--- src/design/identify_effect_sequencer_defines.svh ---
// ----------------------------------------------------------------------------
// identify effect sequencer assertion macros
// concurrent check helpers, compiled out when NO_ASSERTIONS is set
// ----------------------------------------------------------------------------
`ifndef IDENTIFY_EFFECT_SEQUENCER_DEFINES_SVH
`define IDENTIFY_EFFECT_SEQUENCER_DEFINES_SVH

`ifndef NO_ASSERTIONS

// antecedent holds in a cycle, consequent holds in the same cycle
`define IES_ASSERT_SAME(label, clk, rst_n, ante, cons, msg) \
    label: assert property (@(posedge clk) disable iff (!rst_n) (ante) |-> (cons)) \
        else $error(msg);

// antecedent holds in a cycle, consequent holds in the next cycle
`define IES_ASSERT_NEXT(label, clk, rst_n, ante, cons, msg) \
    label: assert property (@(posedge clk) disable iff (!rst_n) (ante) |=> (cons)) \
        else $error(msg);

`else

`define IES_ASSERT_SAME(label, clk, rst_n, ante, cons, msg)
`define IES_ASSERT_NEXT(label, clk, rst_n, ante, cons, msg)

`endif

`endif

--- src/design/ies_pkg.sv ---
// ----------------------------------------------------------------------------
// ies_pkg
// types and constants shared by the identify effect sequencer files
// ----------------------------------------------------------------------------
`timescale 1ns / 1ps

package ies_pkg;

    // request types
    localparam logic [2:0] REQ_TICK        = 3'd0;
    localparam logic [2:0] REQ_EFFECT      = 3'd1;
    localparam logic [2:0] REQ_ID_CHECK    = 3'd2;
    localparam logic [2:0] REQ_TIME_WRITE  = 3'd3;
    localparam logic [2:0] REQ_APPLY_STATE = 3'd4;

    // effect command codes
    localparam logic [7:0] EFFECT_BLINK   = 8'd0;
    localparam logic [7:0] EFFECT_BREATHE = 8'd1;
    localparam logic [7:0] EFFECT_OKAY    = 8'd2;
    localparam logic [7:0] EFFECT_CHANNEL = 8'd11;
    localparam logic [7:0] EFFECT_FINISH  = 8'd254;
    localparam logic [7:0] EFFECT_STOP    = 8'd255;

    // levels and tick budgets
    localparam logic [7:0] LEVEL_MAX      = 8'd254;
    localparam logic [7:0] LEVEL_BLINK_ON = 8'd250;
    localparam logic [7:0] BREATHE_TOP    = 8'd250;
    localparam logic [7:0] BREATHE_STEP   = 8'd50;
    localparam logic [7:0] BREATHE_COUNT  = 8'd15;
    localparam logic [7:0] BLINK_TICKS    = 8'd10;
    localparam logic [7:0] BREATHE_TICKS  = 8'd200;
    localparam logic [7:0] OKAY_TICKS     = 8'd15;
    localparam logic [7:0] CHANNEL_TICKS  = 8'd80;
    localparam logic [7:0] OKAY_FLIP_A    = 8'd10;
    localparam logic [7:0] OKAY_FLIP_B    = 8'd5;
    localparam logic [7:0] CHANNEL_DIM_AT = 8'd74;
    localparam logic [7:0] CHANNEL_DIM    = 8'd1;
    localparam logic [7:0] IDENT_PERIOD   = 8'd5;

    // identify time loaded by each effect
    localparam logic [15:0] BLINK_TIME   = 16'd2;
    localparam logic [15:0] BREATHE_TIME = 16'd17;
    localparam logic [15:0] OKAY_TIME    = 16'd3;
    localparam logic [15:0] CHANNEL_TIME = 16'd9;
    localparam logic [15:0] STOP_TIME    = 16'd1;

    typedef enum logic [4:0] {
        KIND_BLINK   = 5'b00001,
        KIND_BREATHE = 5'b00010,
        KIND_OKAY    = 5'b00100,
        KIND_CHANNEL = 5'b01000,
        KIND_STOP    = 5'b10000
    } effect_kind_t;

    typedef struct packed {
        logic [2:0]  req_type;
        logic [7:0]  effect_code;
        logic [15:0] identify_time_value;
        logic        on_off;
        logic [7:0]  current_level;
    } req_word_t;

    typedef struct packed {
        logic       bulb_update;
        logic       bulb_on;
        logic [7:0] bulb_level;
        logic       identifying;
        logic       effect_running;
    } rsp_word_t;

endpackage

--- src/design/ies_req_if.sv ---
// ----------------------------------------------------------------------------
// ies_req_if
// event channel into the identify effect sequencer
// ----------------------------------------------------------------------------
`timescale 1ns / 1ps

interface ies_req_if;

    logic              valid;
    logic              ready;
    ies_pkg::req_word_t data;

    modport source (output valid, output data, input ready);
    modport sink (input valid, input data, output ready);

endinterface

--- src/design/ies_rsp_if.sv ---
// ----------------------------------------------------------------------------
// ies_rsp_if
// bulb command and status channel out of the identify effect sequencer
// ----------------------------------------------------------------------------
`timescale 1ns / 1ps

interface ies_rsp_if;

    logic              valid;
    logic              ready;
    ies_pkg::rsp_word_t data;

    modport source (output valid, output data, input ready);
    modport sink (input valid, input data, output ready);

endinterface

--- src/design/identify_effect_sequencer.sv ---
// ----------------------------------------------------------------------------
// identify_effect_sequencer
// sequences identify effects of a dimmable light and issues bulb commands
// ----------------------------------------------------------------------------
// usage:
//   req carries one event word per handshake: tick, effect command, identify
//   check, identify time write or apply current state, together with the live
//   on/off and level of the light.
//   rsp returns exactly one word per event: the bulb command (if any) and the
//   identifying / effect running flags after the event.
//   path: a word accepted on req lands in the input register, and its result
//   loads into the result register once that register is empty or being read
//   by rsp, which hands the word on from there.
//   throughput: one word per cycle while rsp is not held off; the effect state
//   is updated in the same cycle that the result register loads, so consecutive
//   words see each other's state without waiting.
//   stall: while rsp is held off, the result register holds its word and the
//   input register holds the next one; req.ready drops only when both are full.
//   reset: effect stopped, identify time zero, all counters zero, both
//   registers empty.
// ----------------------------------------------------------------------------
`timescale 1ns / 1ps
`include "identify_effect_sequencer_defines.svh"

module identify_effect_sequencer (
    input  logic  clk,
    input  logic  rst_n,
    ies_req_if.sink   req,
    ies_rsp_if.source rsp
);

    import ies_pkg::*;

    logic         in_valid_reg;
    req_word_t    req_word_reg;
    logic         rsp_valid_reg;
    rsp_word_t    rsp_word_reg;
    logic         advance;

    effect_kind_t kind_reg, kind_next;
    logic [7:0]   tick_left_reg, tick_left_next;
    logic [7:0]   level_reg, level_next;
    logic [7:0]   step_reg, step_next;
    logic         ramp_up_reg, ramp_up_next;
    logic         finish_reg, finish_next;
    logic [15:0]  id_time_reg, id_time_next;
    logic         id_active_reg, id_active_next;

    logic         cmd_valid;
    logic         cmd_on;
    logic [7:0]   cmd_level;
    rsp_word_t    rsp_word_next;

    assign advance   = in_valid_reg && (!rsp_valid_reg || rsp.ready);
    assign req.ready = !in_valid_reg || advance;
    assign rsp.valid = rsp_valid_reg;
    assign rsp.data  = rsp_word_reg;

    always_comb
    begin
        kind_next      = kind_reg;
        tick_left_next = tick_left_reg;
        level_next     = level_reg;
        step_next      = step_reg;
        ramp_up_next   = ramp_up_reg;
        finish_next    = finish_reg;
        id_time_next   = id_time_reg;
        id_active_next = id_active_reg;
        cmd_valid      = 1'b0;
        cmd_on         = 1'b0;
        cmd_level      = '0;

        case (req_word_reg.req_type)
            REQ_TICK:
            begin
                if (kind_reg != KIND_STOP)
                begin
                    if (tick_left_reg != 8'd0)
                    begin
                        tick_left_next = tick_left_reg - 8'd1;
                        cmd_valid      = 1'b1;
                        cmd_on         = 1'b1;
                        cmd_level      = level_reg;
                        case (kind_reg)
                            KIND_BREATHE:
                            begin
                                if (ramp_up_reg)
                                begin
                                    if (level_reg >= BREATHE_TOP)
                                    begin
                                        level_next   = level_reg - BREATHE_STEP;
                                        ramp_up_next = 1'b0;
                                    end
                                    else
                                    begin
                                        level_next = level_reg + BREATHE_STEP;
                                    end
                                end
                                else if (level_reg == 8'd0)
                                begin
                                    step_next = step_reg - 8'd1;
                                    if (step_next != 8'd0 && !finish_reg)
                                    begin
                                        level_next   = BREATHE_STEP;
                                        ramp_up_next = 1'b1;
                                    end
                                    else
                                    begin
                                        tick_left_next = '0;
                                    end
                                end
                                else
                                begin
                                    level_next = level_reg - BREATHE_STEP;
                                end
                            end
                            KIND_OKAY:
                            begin
                                if (tick_left_next == OKAY_FLIP_A
                                    || tick_left_next == OKAY_FLIP_B)
                                begin
                                    level_next = level_reg ^ LEVEL_MAX;
                                    if (finish_reg)
                                    begin
                                        tick_left_next = '0;
                                    end
                                end
                            end
                            KIND_CHANNEL:
                            begin
                                if (tick_left_next == CHANNEL_DIM_AT)
                                begin
                                    level_next = CHANNEL_DIM;
                                    if (finish_reg)
                                    begin
                                        tick_left_next = '0;
                                    end
                                end
                            end
                            default:
                            begin
                            end
                        endcase
                    end
                    else
                    begin
                        // budget used up: stop and restore the live state
                        kind_next    = KIND_STOP;
                        ramp_up_next = 1'b0;
                        id_time_next = '0;
                        cmd_valid    = 1'b1;
                        cmd_on       = req_word_reg.on_off;
                        cmd_level    = req_word_reg.on_off ? req_word_reg.current_level : '0;
                    end
                end
                else if (id_time_reg != 16'd0)
                begin
                    // plain identify blink
                    step_next = step_reg - 8'd1;
                    if (step_next == 8'd0)
                    begin
                        step_next = IDENT_PERIOD;
                        cmd_valid = 1'b1;
                        if (level_reg != 8'd0)
                        begin
                            level_next = '0;
                        end
                        else
                        begin
                            level_next = LEVEL_BLINK_ON;
                            cmd_on     = 1'b1;
                            cmd_level  = LEVEL_MAX;
                        end
                    end
                end
            end
            REQ_EFFECT:
            begin
                case (req_word_reg.effect_code)
                    EFFECT_BLINK:
                    begin
                        kind_next      = KIND_BLINK;
                        level_next     = req_word_reg.on_off ? 8'd0 : LEVEL_BLINK_ON;
                        finish_next    = 1'b0;
                        id_time_next   = BLINK_TIME;
                        tick_left_next = BLINK_TICKS;
                    end
                    EFFECT_BREATHE:
                    begin
                        kind_next      = KIND_BREATHE;
                        ramp_up_next   = 1'b1;
                        finish_next    = 1'b0;
                        level_next     = '0;
                        step_next      = BREATHE_COUNT;
                        id_time_next   = BREATHE_TIME;
                        tick_left_next = BREATHE_TICKS;
                    end
                    EFFECT_OKAY:
                    begin
                        kind_next      = KIND_OKAY;
                        finish_next    = 1'b0;
                        level_next     = req_word_reg.on_off ? 8'd0 : LEVEL_MAX;
                        id_time_next   = OKAY_TIME;
                        tick_left_next = OKAY_TICKS;
                    end
                    EFFECT_CHANNEL:
                    begin
                        kind_next      = KIND_CHANNEL;
                        level_next     = LEVEL_MAX;
                        finish_next    = 1'b0;
                        id_time_next   = CHANNEL_TIME;
                        tick_left_next = CHANNEL_TICKS;
                    end
                    EFFECT_FINISH:
                    begin
                        if (kind_reg != KIND_STOP)
                        begin
                            finish_next = 1'b1;
                        end
                    end
                    EFFECT_STOP:
                    begin
                        kind_next    = KIND_STOP;
                        id_time_next = STOP_TIME;
                    end
                    default:
                    begin
                    end
                endcase
            end
            REQ_ID_CHECK:
            begin
                if (kind_reg == KIND_STOP)
                begin
                    if (id_time_reg == 16'd0)
                    begin
                        cmd_valid      = 1'b1;
                        cmd_on         = req_word_reg.on_off;
                        cmd_level      = req_word_reg.on_off ? req_word_reg.current_level : '0;
                        id_active_next = 1'b0;
                    end
                    else if (!id_active_reg)
                    begin
                        id_active_next = 1'b1;
                        level_next     = LEVEL_BLINK_ON;
                        step_next      = IDENT_PERIOD;
                        cmd_valid      = 1'b1;
                        cmd_on         = 1'b1;
                        cmd_level      = LEVEL_MAX;
                    end
                end
            end
            REQ_TIME_WRITE:
            begin
                id_time_next = req_word_reg.identify_time_value;
            end
            REQ_APPLY_STATE:
            begin
                cmd_valid = 1'b1;
                cmd_on    = req_word_reg.on_off;
                cmd_level = req_word_reg.on_off ? req_word_reg.current_level : '0;
            end
            default:
            begin
            end
        endcase

        rsp_word_next.bulb_update    = cmd_valid;
        rsp_word_next.bulb_on        = cmd_on;
        rsp_word_next.bulb_level     = cmd_level;
        rsp_word_next.identifying    = (id_time_next != 16'd0);
        rsp_word_next.effect_running = (kind_next != KIND_STOP);
    end

    // input register
    always_ff @(posedge clk or negedge rst_n)
    begin
        if (!rst_n)
        begin
            in_valid_reg <= 1'b0;
        end
        else if (req.ready)
        begin
            in_valid_reg <= req.valid;
        end
    end

    always_ff @(posedge clk)
    begin
        if (req.valid && req.ready)
        begin
            req_word_reg <= req.data;
        end
    end

    // effect state and result register
    always_ff @(posedge clk or negedge rst_n)
    begin
        if (!rst_n)
        begin
            kind_reg      <= KIND_STOP;
            tick_left_reg <= '0;
            level_reg     <= '0;
            step_reg      <= '0;
            ramp_up_reg   <= 1'b0;
            finish_reg    <= 1'b0;
            id_time_reg   <= '0;
            id_active_reg <= 1'b0;
            rsp_valid_reg <= 1'b0;
        end
        else
        begin
            if (advance)
            begin
                kind_reg      <= kind_next;
                tick_left_reg <= tick_left_next;
                level_reg     <= level_next;
                step_reg      <= step_next;
                ramp_up_reg   <= ramp_up_next;
                finish_reg    <= finish_next;
                id_time_reg   <= id_time_next;
                id_active_reg <= id_active_next;
                rsp_valid_reg <= 1'b1;
            end
            else if (rsp.ready)
            begin
                rsp_valid_reg <= 1'b0;
            end
        end
    end

    always_ff @(posedge clk)
    begin
        if (advance)
        begin
            rsp_word_reg <= rsp_word_next;
        end
    end

    `IES_ASSERT_SAME(a_off_means_dark, clk, rst_n, rsp_valid_reg && !rsp_word_reg.bulb_on, rsp_word_reg.bulb_level == 8'd0, "bulb off with nonzero level")
    `IES_ASSERT_SAME(a_no_cmd_no_on, clk, rst_n, rsp_valid_reg && !rsp_word_reg.bulb_update, !rsp_word_reg.bulb_on, "bulb on without a command")
    `IES_ASSERT_SAME(a_running_flag, clk, rst_n, rsp_valid_reg, rsp_word_reg.effect_running == (kind_reg != KIND_STOP), "running flag out of step with effect state")
    `IES_ASSERT_SAME(a_identify_flag, clk, rst_n, rsp_valid_reg, rsp_word_reg.identifying == (id_time_reg != 16'd0), "identifying flag out of step with identify time")
    `IES_ASSERT_NEXT(a_advance_gives_word, clk, rst_n, advance, rsp_valid_reg, "processed word did not reach the result register")

endmodule
--- src/flat_wrapper.sv ---
// flat-port wrapper written by rule: the top's interface ports become plain ports
module identify_effect_sequencer_flat import ies_pkg::*;
  (clk, rst_n, req_valid, req_data, req_ready, rsp_valid, rsp_data, rsp_ready);
  ies_req_if req_i ();
  ies_rsp_if rsp_i ();
  input  logic clk;
  input  logic rst_n;
  input wire logic [$bits(req_i.valid)-1:0] req_valid;
  input wire logic [$bits(req_i.data)-1:0] req_data;
  output wire logic [$bits(req_i.ready)-1:0] req_ready;
  output wire logic [$bits(rsp_i.valid)-1:0] rsp_valid;
  output wire logic [$bits(rsp_i.data)-1:0] rsp_data;
  input wire logic [$bits(rsp_i.ready)-1:0] rsp_ready;
  assign req_i.valid = req_valid;
  assign req_i.data = req_data;
  assign req_ready = req_i.ready;
  assign rsp_valid = rsp_i.valid;
  assign rsp_data = rsp_i.data;
  assign rsp_i.ready = rsp_ready;
  identify_effect_sequencer u_core (.clk(clk), .rst_n(rst_n), .req(req_i), .rsp(rsp_i));
endmodule
--- config.mk ---
export PLATFORM = sky130hd
export DESIGN_NAME = identify_effect_sequencer_flat
export DESIGN_NICKNAME = d
export VERILOG_FILES = /design/src/design/ies_pkg.sv /design/src/design/ies_req_if.sv /design/src/design/ies_rsp_if.sv /design/src/design/identify_effect_sequencer.sv /design/src/flat_wrapper.sv
export VERILOG_INCLUDE_DIRS = /design/src /design/src/design
export SDC_FILE = /design/constraint.sdc
export NUM_CORES = 1
export LEC_CHECK = 0
export BUFFER_PORTS_ARGS = -buffer_cell sky130_fd_sc_hd__buf_2
export CORE_ASPECT_RATIO = 1.5
export CORE_MARGIN = 3
export CORE_UTILIZATION = 25
export CTS_CLUSTER_DIAMETER = 120
export DETAILED_ROUTE_END_ITERATION = 16
export PLACE_DENSITY = 0.51
export SLEW_MARGIN = 20
export SYNTH_ARGS = -nofsm -noshare
export SYNTH_HDL_FRONTEND = slang
export SYNTH_SLANG_ARGS = --single-unit
--- constraint.sdc ---
create_clock -name clk -period 2.6 [get_ports clk]
set_input_delay 0.52 -clock clk [delete_from_list [all_inputs] [get_ports clk]]
set_output_delay 0.52 -clock clk [all_outputs]
set_load 0.1 [all_outputs]
# Word level (Yosys, flattened, before mapping)
# Index checks and enable logic that the tools add are counted.
[totals]
reg_bits = 98
out_inout_bits = 14
elab_cells = 186
[op_classes]
n_addsub = 4
magnitude_cmp = 1
eq_ne = 39
n_mux = 89
bitwise_logic = 1
n_reduce_logical = 31
[op_table]
columns = ["operator", "n"]
rows = [
  ["8-bit two-way mux", 44],
  ["8-bit one-hot mux with 3 select lines", 5],
  ["16-bit one-hot mux with 5 select lines", 1],
  ["8-bit one-hot mux with 4 select lines", 2],
  ["16-bit one-hot mux with 3 select lines", 1],
  ["16-bit two-way mux", 2],
  ["16-bit nonzero test", 2],
  ["13-bit AND reduction", 2],
  ["1-bit two-way mux", 25],
  ["5-bit one-hot mux with 5 select lines", 1],
  ["8-bit logical NOT", 3],
  ["8-bit nonzero test", 3],
  ["5-bit != test (second input constant)", 4],
  ["3-bit != test (second input constant)", 6],
  ["8-bit by 4-bit equality test with 1-bit output (second input constant)", 2],
  ["8-bit equality test (second input constant)", 2],
  ["16-bit logical NOT", 1],
  ["8-bit one-hot mux with 2 select lines", 1],
  ["8-bit by 1-bit subtractor with 8-bit output (second input constant)", 2],
  ["4-bit != test (second input constant)", 3],
  ["11-bit AND reduction", 1],
  ["5-bit two-way mux", 2],
  ["5-bit one-hot mux with 2 select lines", 1],
  ["5-bit AND reduction", 2],
  ["30 further kinds", 47],
]

# Logic depth before layout (Yosys ltp)
[depth]
ltp_word = 10
mapped_depth = 10

# Worst setup path after synthesis
# No wires, ideal clock.
[synth_path]
path_kind = "register -> register"
from = "register u_core.rsp_valid_reg (netlist: u_core.rsp.valid)"
to = "register u_core.req_word_reg[0] in the netlist's numbering, enable pin"
setup_ns = 0.424
arrival_time_ns = 2.774
t_required_ns = 2.176
setup_slack_ns = -0.598
stages_incl_launch_ff = 3
path_cell_list = "dfrtp_1 nand3b_1 and2_1"
[synth_between]
elab_chain_len = 5
[synth_rtl]
columns = ["element", "line", "source"]
rows = [
  ["start, declared", "identify_effect_sequencer.sv:36", "logic rsp_valid_reg;"],
  ["start signal, assigned", "identify_effect_sequencer.sv:309", "rsp_valid_reg <= 1'b0;"],
  ["start signal, assigned", "identify_effect_sequencer.sv:323", "rsp_valid_reg <= 1'b1;"],
  ["start signal, assigned", "identify_effect_sequencer.sv:327", "rsp_valid_reg <= 1'b0;"],
  ["1-bit logical NOT", "identify_effect_sequencer.sv:54", "assign advance = in_valid_reg && (!rsp_valid_reg || rsp.ready);"],
  ["1-bit logical OR", "identify_effect_sequencer.sv:54", ""],
  ["1-bit logical AND", "identify_effect_sequencer.sv:54", ""],
  ["1-bit logical OR", "identify_effect_sequencer.sv:55", "assign req.ready = !in_valid_reg || advance;"],
  ["net req_ready", "flat_wrapper.sv:10", "output wire logic [$bits(req_i.ready)-1:0] req_ready;"],
  ["1-bit logical AND", "identify_effect_sequencer.sv:290", "if (req.valid && req.ready)"],
  ["end signal, assigned", "identify_effect_sequencer.sv:292", "req_word_reg <= req.data;"],
  ["end, declared", "identify_effect_sequencer.sv:35", "req_word_t req_word_reg;"],
]
# The timed path passes the listed nets, and every way through them passes these cells.
# A chain may end at the register's enable or synchronous reset.

# Final worst setup path
[layout_path]
from = "register u_core.tick_left_reg[1]"
to = "register u_core.tick_left_reg[6]"
[layout_between]
elab_chain_len = 8
[layout_rtl]
columns = ["element", "line", "source"]
rows = [
  ["start, declared", "identify_effect_sequencer.sv:41", "logic [7:0] tick_left_reg, tick_left_next;"],
  ["start signal, assigned", "identify_effect_sequencer.sv:316", "tick_left_reg <= tick_left_next;"],
  ["8-bit by 1-bit subtractor with 8-bit output", "identify_effect_sequencer.sv:80", "tick_left_next = tick_left_reg - 8'd1;"],
  ["8-bit by 4-bit equality test with 1-bit output, or another cell as far along", "identify_effect_sequencer.sv:119", "if (tick_left_next == OKAY_FLIP_A"],
  ["1-bit logical OR / 8-bit two-way mux (equally long branches)", "identify_effect_sequencer.sv:120, identify_effect_sequencer.sv:99", ""],
  ["8-bit two-way mux (on tied branches)", "identify_effect_sequencer.sv:119, identify_effect_sequencer.sv:87", ""],
  ["8-bit one-hot mux with 3 select lines", "identify_effect_sequencer.sv:84", "case (kind_reg)"],
  ["8-bit two-way mux", "identify_effect_sequencer.sv:78", "if (tick_left_reg != 8'd0)"],
  ["8-bit two-way mux", "identify_effect_sequencer.sv:76", "if (kind_reg != KIND_STOP)"],
  ["8-bit one-hot mux with 2 select lines", "identify_effect_sequencer.sv:73", "case (req_word_reg.req_type)"],
]
# Parallel ways exist; a longest one is shown, timed or not. The select of a mux whose other input is x is not followed.

==> flow_summary.yaml <==
run_status:
  run_status: "finished with violations"
  violations: "negative setup slack"
setup_path:
  rr_startpoint: "u_core.tick_left_reg[1]"
  rrSetupSlack_ns: -0.08
  critPathArrivalTime_ns: 2.92
  crit_path_start: "u_core.tick_left_reg[1]"
  cp-endpoint: "u_core.tick_left_reg[6]"
  worstPathMaxFanout: 8
  cp-end-kind: "flip-flop"
  cp.required_ns: 2.84
  reg2reg_depth: 8
  r2r-end: "u_core.tick_left_reg[6]"
  start_kind: "flip-flop"
  critPathKind: "flip-flop to flip-flop"
yosys:
  synth-adder-area-share: 0.0161
  yosys_warnings: 0
  synth_mux_area_frac: 0.0112
  ys_async_sr_fraction: 0.510
  avgSynthCellArea_um2: 9.90
  ys.flop_type: "dfrtp_1"
  synth_compound_area_frac: 0.243
  synth_xor_area_frac: 0.00803
  yosysUniqueCellTypes: 73
  synth-edff-count: 48
  ys_ff_latch: 98
  syn_inst: 551
  synth_top_family_by_area: "compound AO/OA/AOI/OAI gates"
  synthSimpleGateAreaFrac: 0.191
  syn-cell-area_um2: 5450
  ys_seq_area_frac: 0.494
  synthesis.nets: 598
finish:
  instances_no_fill: 964
  largest_reg_flops: 36
  n_antenna_cell: 0
  drive_gt1_frac: 0.339
  fillers: 2122
  nNetsFinal: 738
  syn_to_final_growth_pct: 34.9
  final_util: 0.347
pwr:
  p_per_area_nw_per_um2: 906
  p_total_uw: 6670
  p_leak_uw: 0.00297
  ir_drop_mv: 0.333
floorplanning:
  dieWidth_um: 127
  die-area_um2: 23700
  die_y_um: 187
  initial_core_util: 0.257
  core_um2: 21200
  row_count: 65
  ios: 54
cts:
  cts_buffers: 9
  cts_root_buffer: "clkbuf_16"
  cts.path.max_buffers: 2
  clkTransAtPathRegs_ns: 0.08
  htreeDepth: 3
  tritoncts: "built"
  cts.sinks: 98
  cts-hold-fix-buffers: 0
  clkLatencyLatePin_ns: 0.36
route:
  via_count: 5138
  dr.pass1.iters: 5
  routed_wl_um: 17400
  post_drt_wl_per_cell_um: 18.1
  via_per_inst: 5.33
  ant_nets: 0
  drc: 0
  drt_iter0_drc: 269
sta:
  period_needed_ns: 2.68
  worst_pin_slew_ns: 0.636
  finalCritPeriodShare: 1.03
  fmax_mhz: 373
  setup_slack_ns: -0.0785
  finalHoldViolCount: 0
  setup_viol: 6
  slew_headroom: 0.573
  final_max_slew_viol_count: 0
  rsz0062_at_grt: "yes"
  setup_tns_ns: -0.316
  fin_skew_ns: 0.00675
min_path:
  hp-class: "input port to async pin"
global_routing:
  antenna_found_initial: 0
  grt_overflow: 0
  grt_usage: 0.145
  grt_pass1_vias: 5275
  grt_pass1_wl_um: 27700
  grt_start_max_net_pins: 37
placed_design:
  numPortBuffers: 53
  placedCellCount: 938
  place_congestion: 0.902
  post-dp-hpwl_um: 13100
flow_run:
  max_cap_viol_count: 0
==> cell usage in the layout (no fill, tap or decap), types with 5 or more instances in the layout <==
cell type / synthesis / routed
o21ai_0: 32 / 27
a21oi_1: 23 / 20
a21o_1: 6 / 6
o21ai_2: 1 / 7
and3_1: 11 / 11
nand2b_1: 9 / 7
dfrtp_1: 49 / 47
nand3b_1: 5 / 5
or3_1: 8 / 5
nor4_1: 14 / 10
o211ai_1: 14 / 14
nand4_1: 9 / 9
nand3_1: 22 / 22
clkbuf_16: 0 / 9
a211oi_1: 10 / 9
a31oi_1: 16 / 16
o31ai_1: 7 / 6
ha_1: 7 / 5
a22o_1: 20 / 20
buf_2: 1 / 54
nor2_1: 31 / 31
nand2_1: 41 / 41
inv_1: 17 / 13
nor3_1: 20 / 17
mux2i_1: 5 / 5
edfxtp_1: 48 / 48
buf_4: 0 / 104
==> synthesized netlist by cell type (all sizes together) (3+ instances only) <==
master,instances,area (um^2)
ha,7,87.6
o31ai,8,73.8
o21ai,39,199
a21o,6,45.0
o22ai,3,18.8
nand2b,9,56.3
a31oi,16,100
or4b,3,30.0
o211a,3,30.0
or4,6,45.0
a2bb2oi,4,35.0
a21oi,23,115
nand4,9,56.3
a22o,20,175
a211oi,11,87.6
clkbuf,29,109
o21a,4,30.0
nand3b,5,37.5
nor3,20,100
nor4,14,87.6
o211ai,14,105
nor3b,4,30.0
xnor2,3,26.3
nand2,41,154
nor2,32,123
and3,11,68.8
mux2i,5,50.1
or3,8,50.1
inv,17,63.8
buf,5,27.5
and2,5,33.8
o311ai,5,43.8
edfxtp,48,1440
o31a,4,35.0
o41ai,3,26.3
dfrtp,49,1230
nand3,22,110
nor2b,4,25.0
==> per-layer routing <==
metal,up-vias,GRT usage,share of wire
met2,154,0.272,0.55
li1,2424,-,-
met4,0,0.0611,0.032
met5,-,0,0
met3,38,0.0180,0.036
met1,2522,0.162,0.38
==> power breakdown <==
part           switching [uW]  internal [uW]
clock network             673            679
logic                    1640           1410
registers                 295           1960
total                    2610           4060
==> cells by family (layout without fill, tap and decap cells) <==
group | after synthesis | in the layout
muxes | 6 | 6
DFF | 98 | 98
and+or+nand+nor | 197 | 197
xor gates and xnor gates | 5 | 5
adders and majority gates | 7 | 7
AOI/OAI and AO/OA | 186 | 186
buffers and inverters | 52 | 197
==> final cells by class <==
cell class	count	area, um^2	area share
Clock inverter	7	68.8	0.00935
Timing Repair Buffer	163	1130	0.153
Sequential cell	98	2700	0.366
Inverter	18	67.6	0.00918
Clock buffer	9	225	0.0306
Multi-Input combinational cell	401	2840	0.385
Tap cell	268	335	0.0456
==> metrics by stage <==
stage | hold slack (ns) | setup WS, ns | instance area [um^2]
2_1_floorplan | 0.224 | -0.0202 | 5490
3_3_place_gp | 0.481 | -0.285 | 6720
4_1_cts | 0.105 | -0.0623 | 7110
6_report | 0.100 | -0.0785 | 7360
3_5_place_dp | 0.482 | -0.273 | 6720
5_1_grt | 0.125 | -0.139 | 7360
==> worst max-delay path, stage by stage, from the launching register on <==
cell and delay, ns:
dfrtp_1 0.42, or4b_4 0.56, nor3_4 0.27, o311ai_4 0.15, o41a_1 0.49, o31ai_4 0.24, buf_12 0.17, o21ai_2 0.05
a22o_1 0.21
==> repair_timing <==
action,CTS,global route
pin swaps,10,20
resized for setup,22,40
setup endpoints to repair,43,48
setup buffers,2,8
cloned,0,1
==> worst min-delay path by stage <==
stage,from,to,slack (ns),depth (start not counted)
4_1_cts,rst_n,u_core.tick_left_reg[2],0.10,1
2_1_floorplan,rst_n,u_core.finish_reg,0.22,0
3_5_place_dp,u_core.id_time_reg[6],u_core.id_time_reg[6],0.48,1
3_3_place_gp,rst_n,u_core.step_reg[2],0.48,1
5_1_grt,rst_n,u_core.tick_left_reg[5],0.12,1
6_report,rst_n,u_core.tick_left_reg[2],0.10,1
No activity file was read; power rests on OpenSTA's default activity.
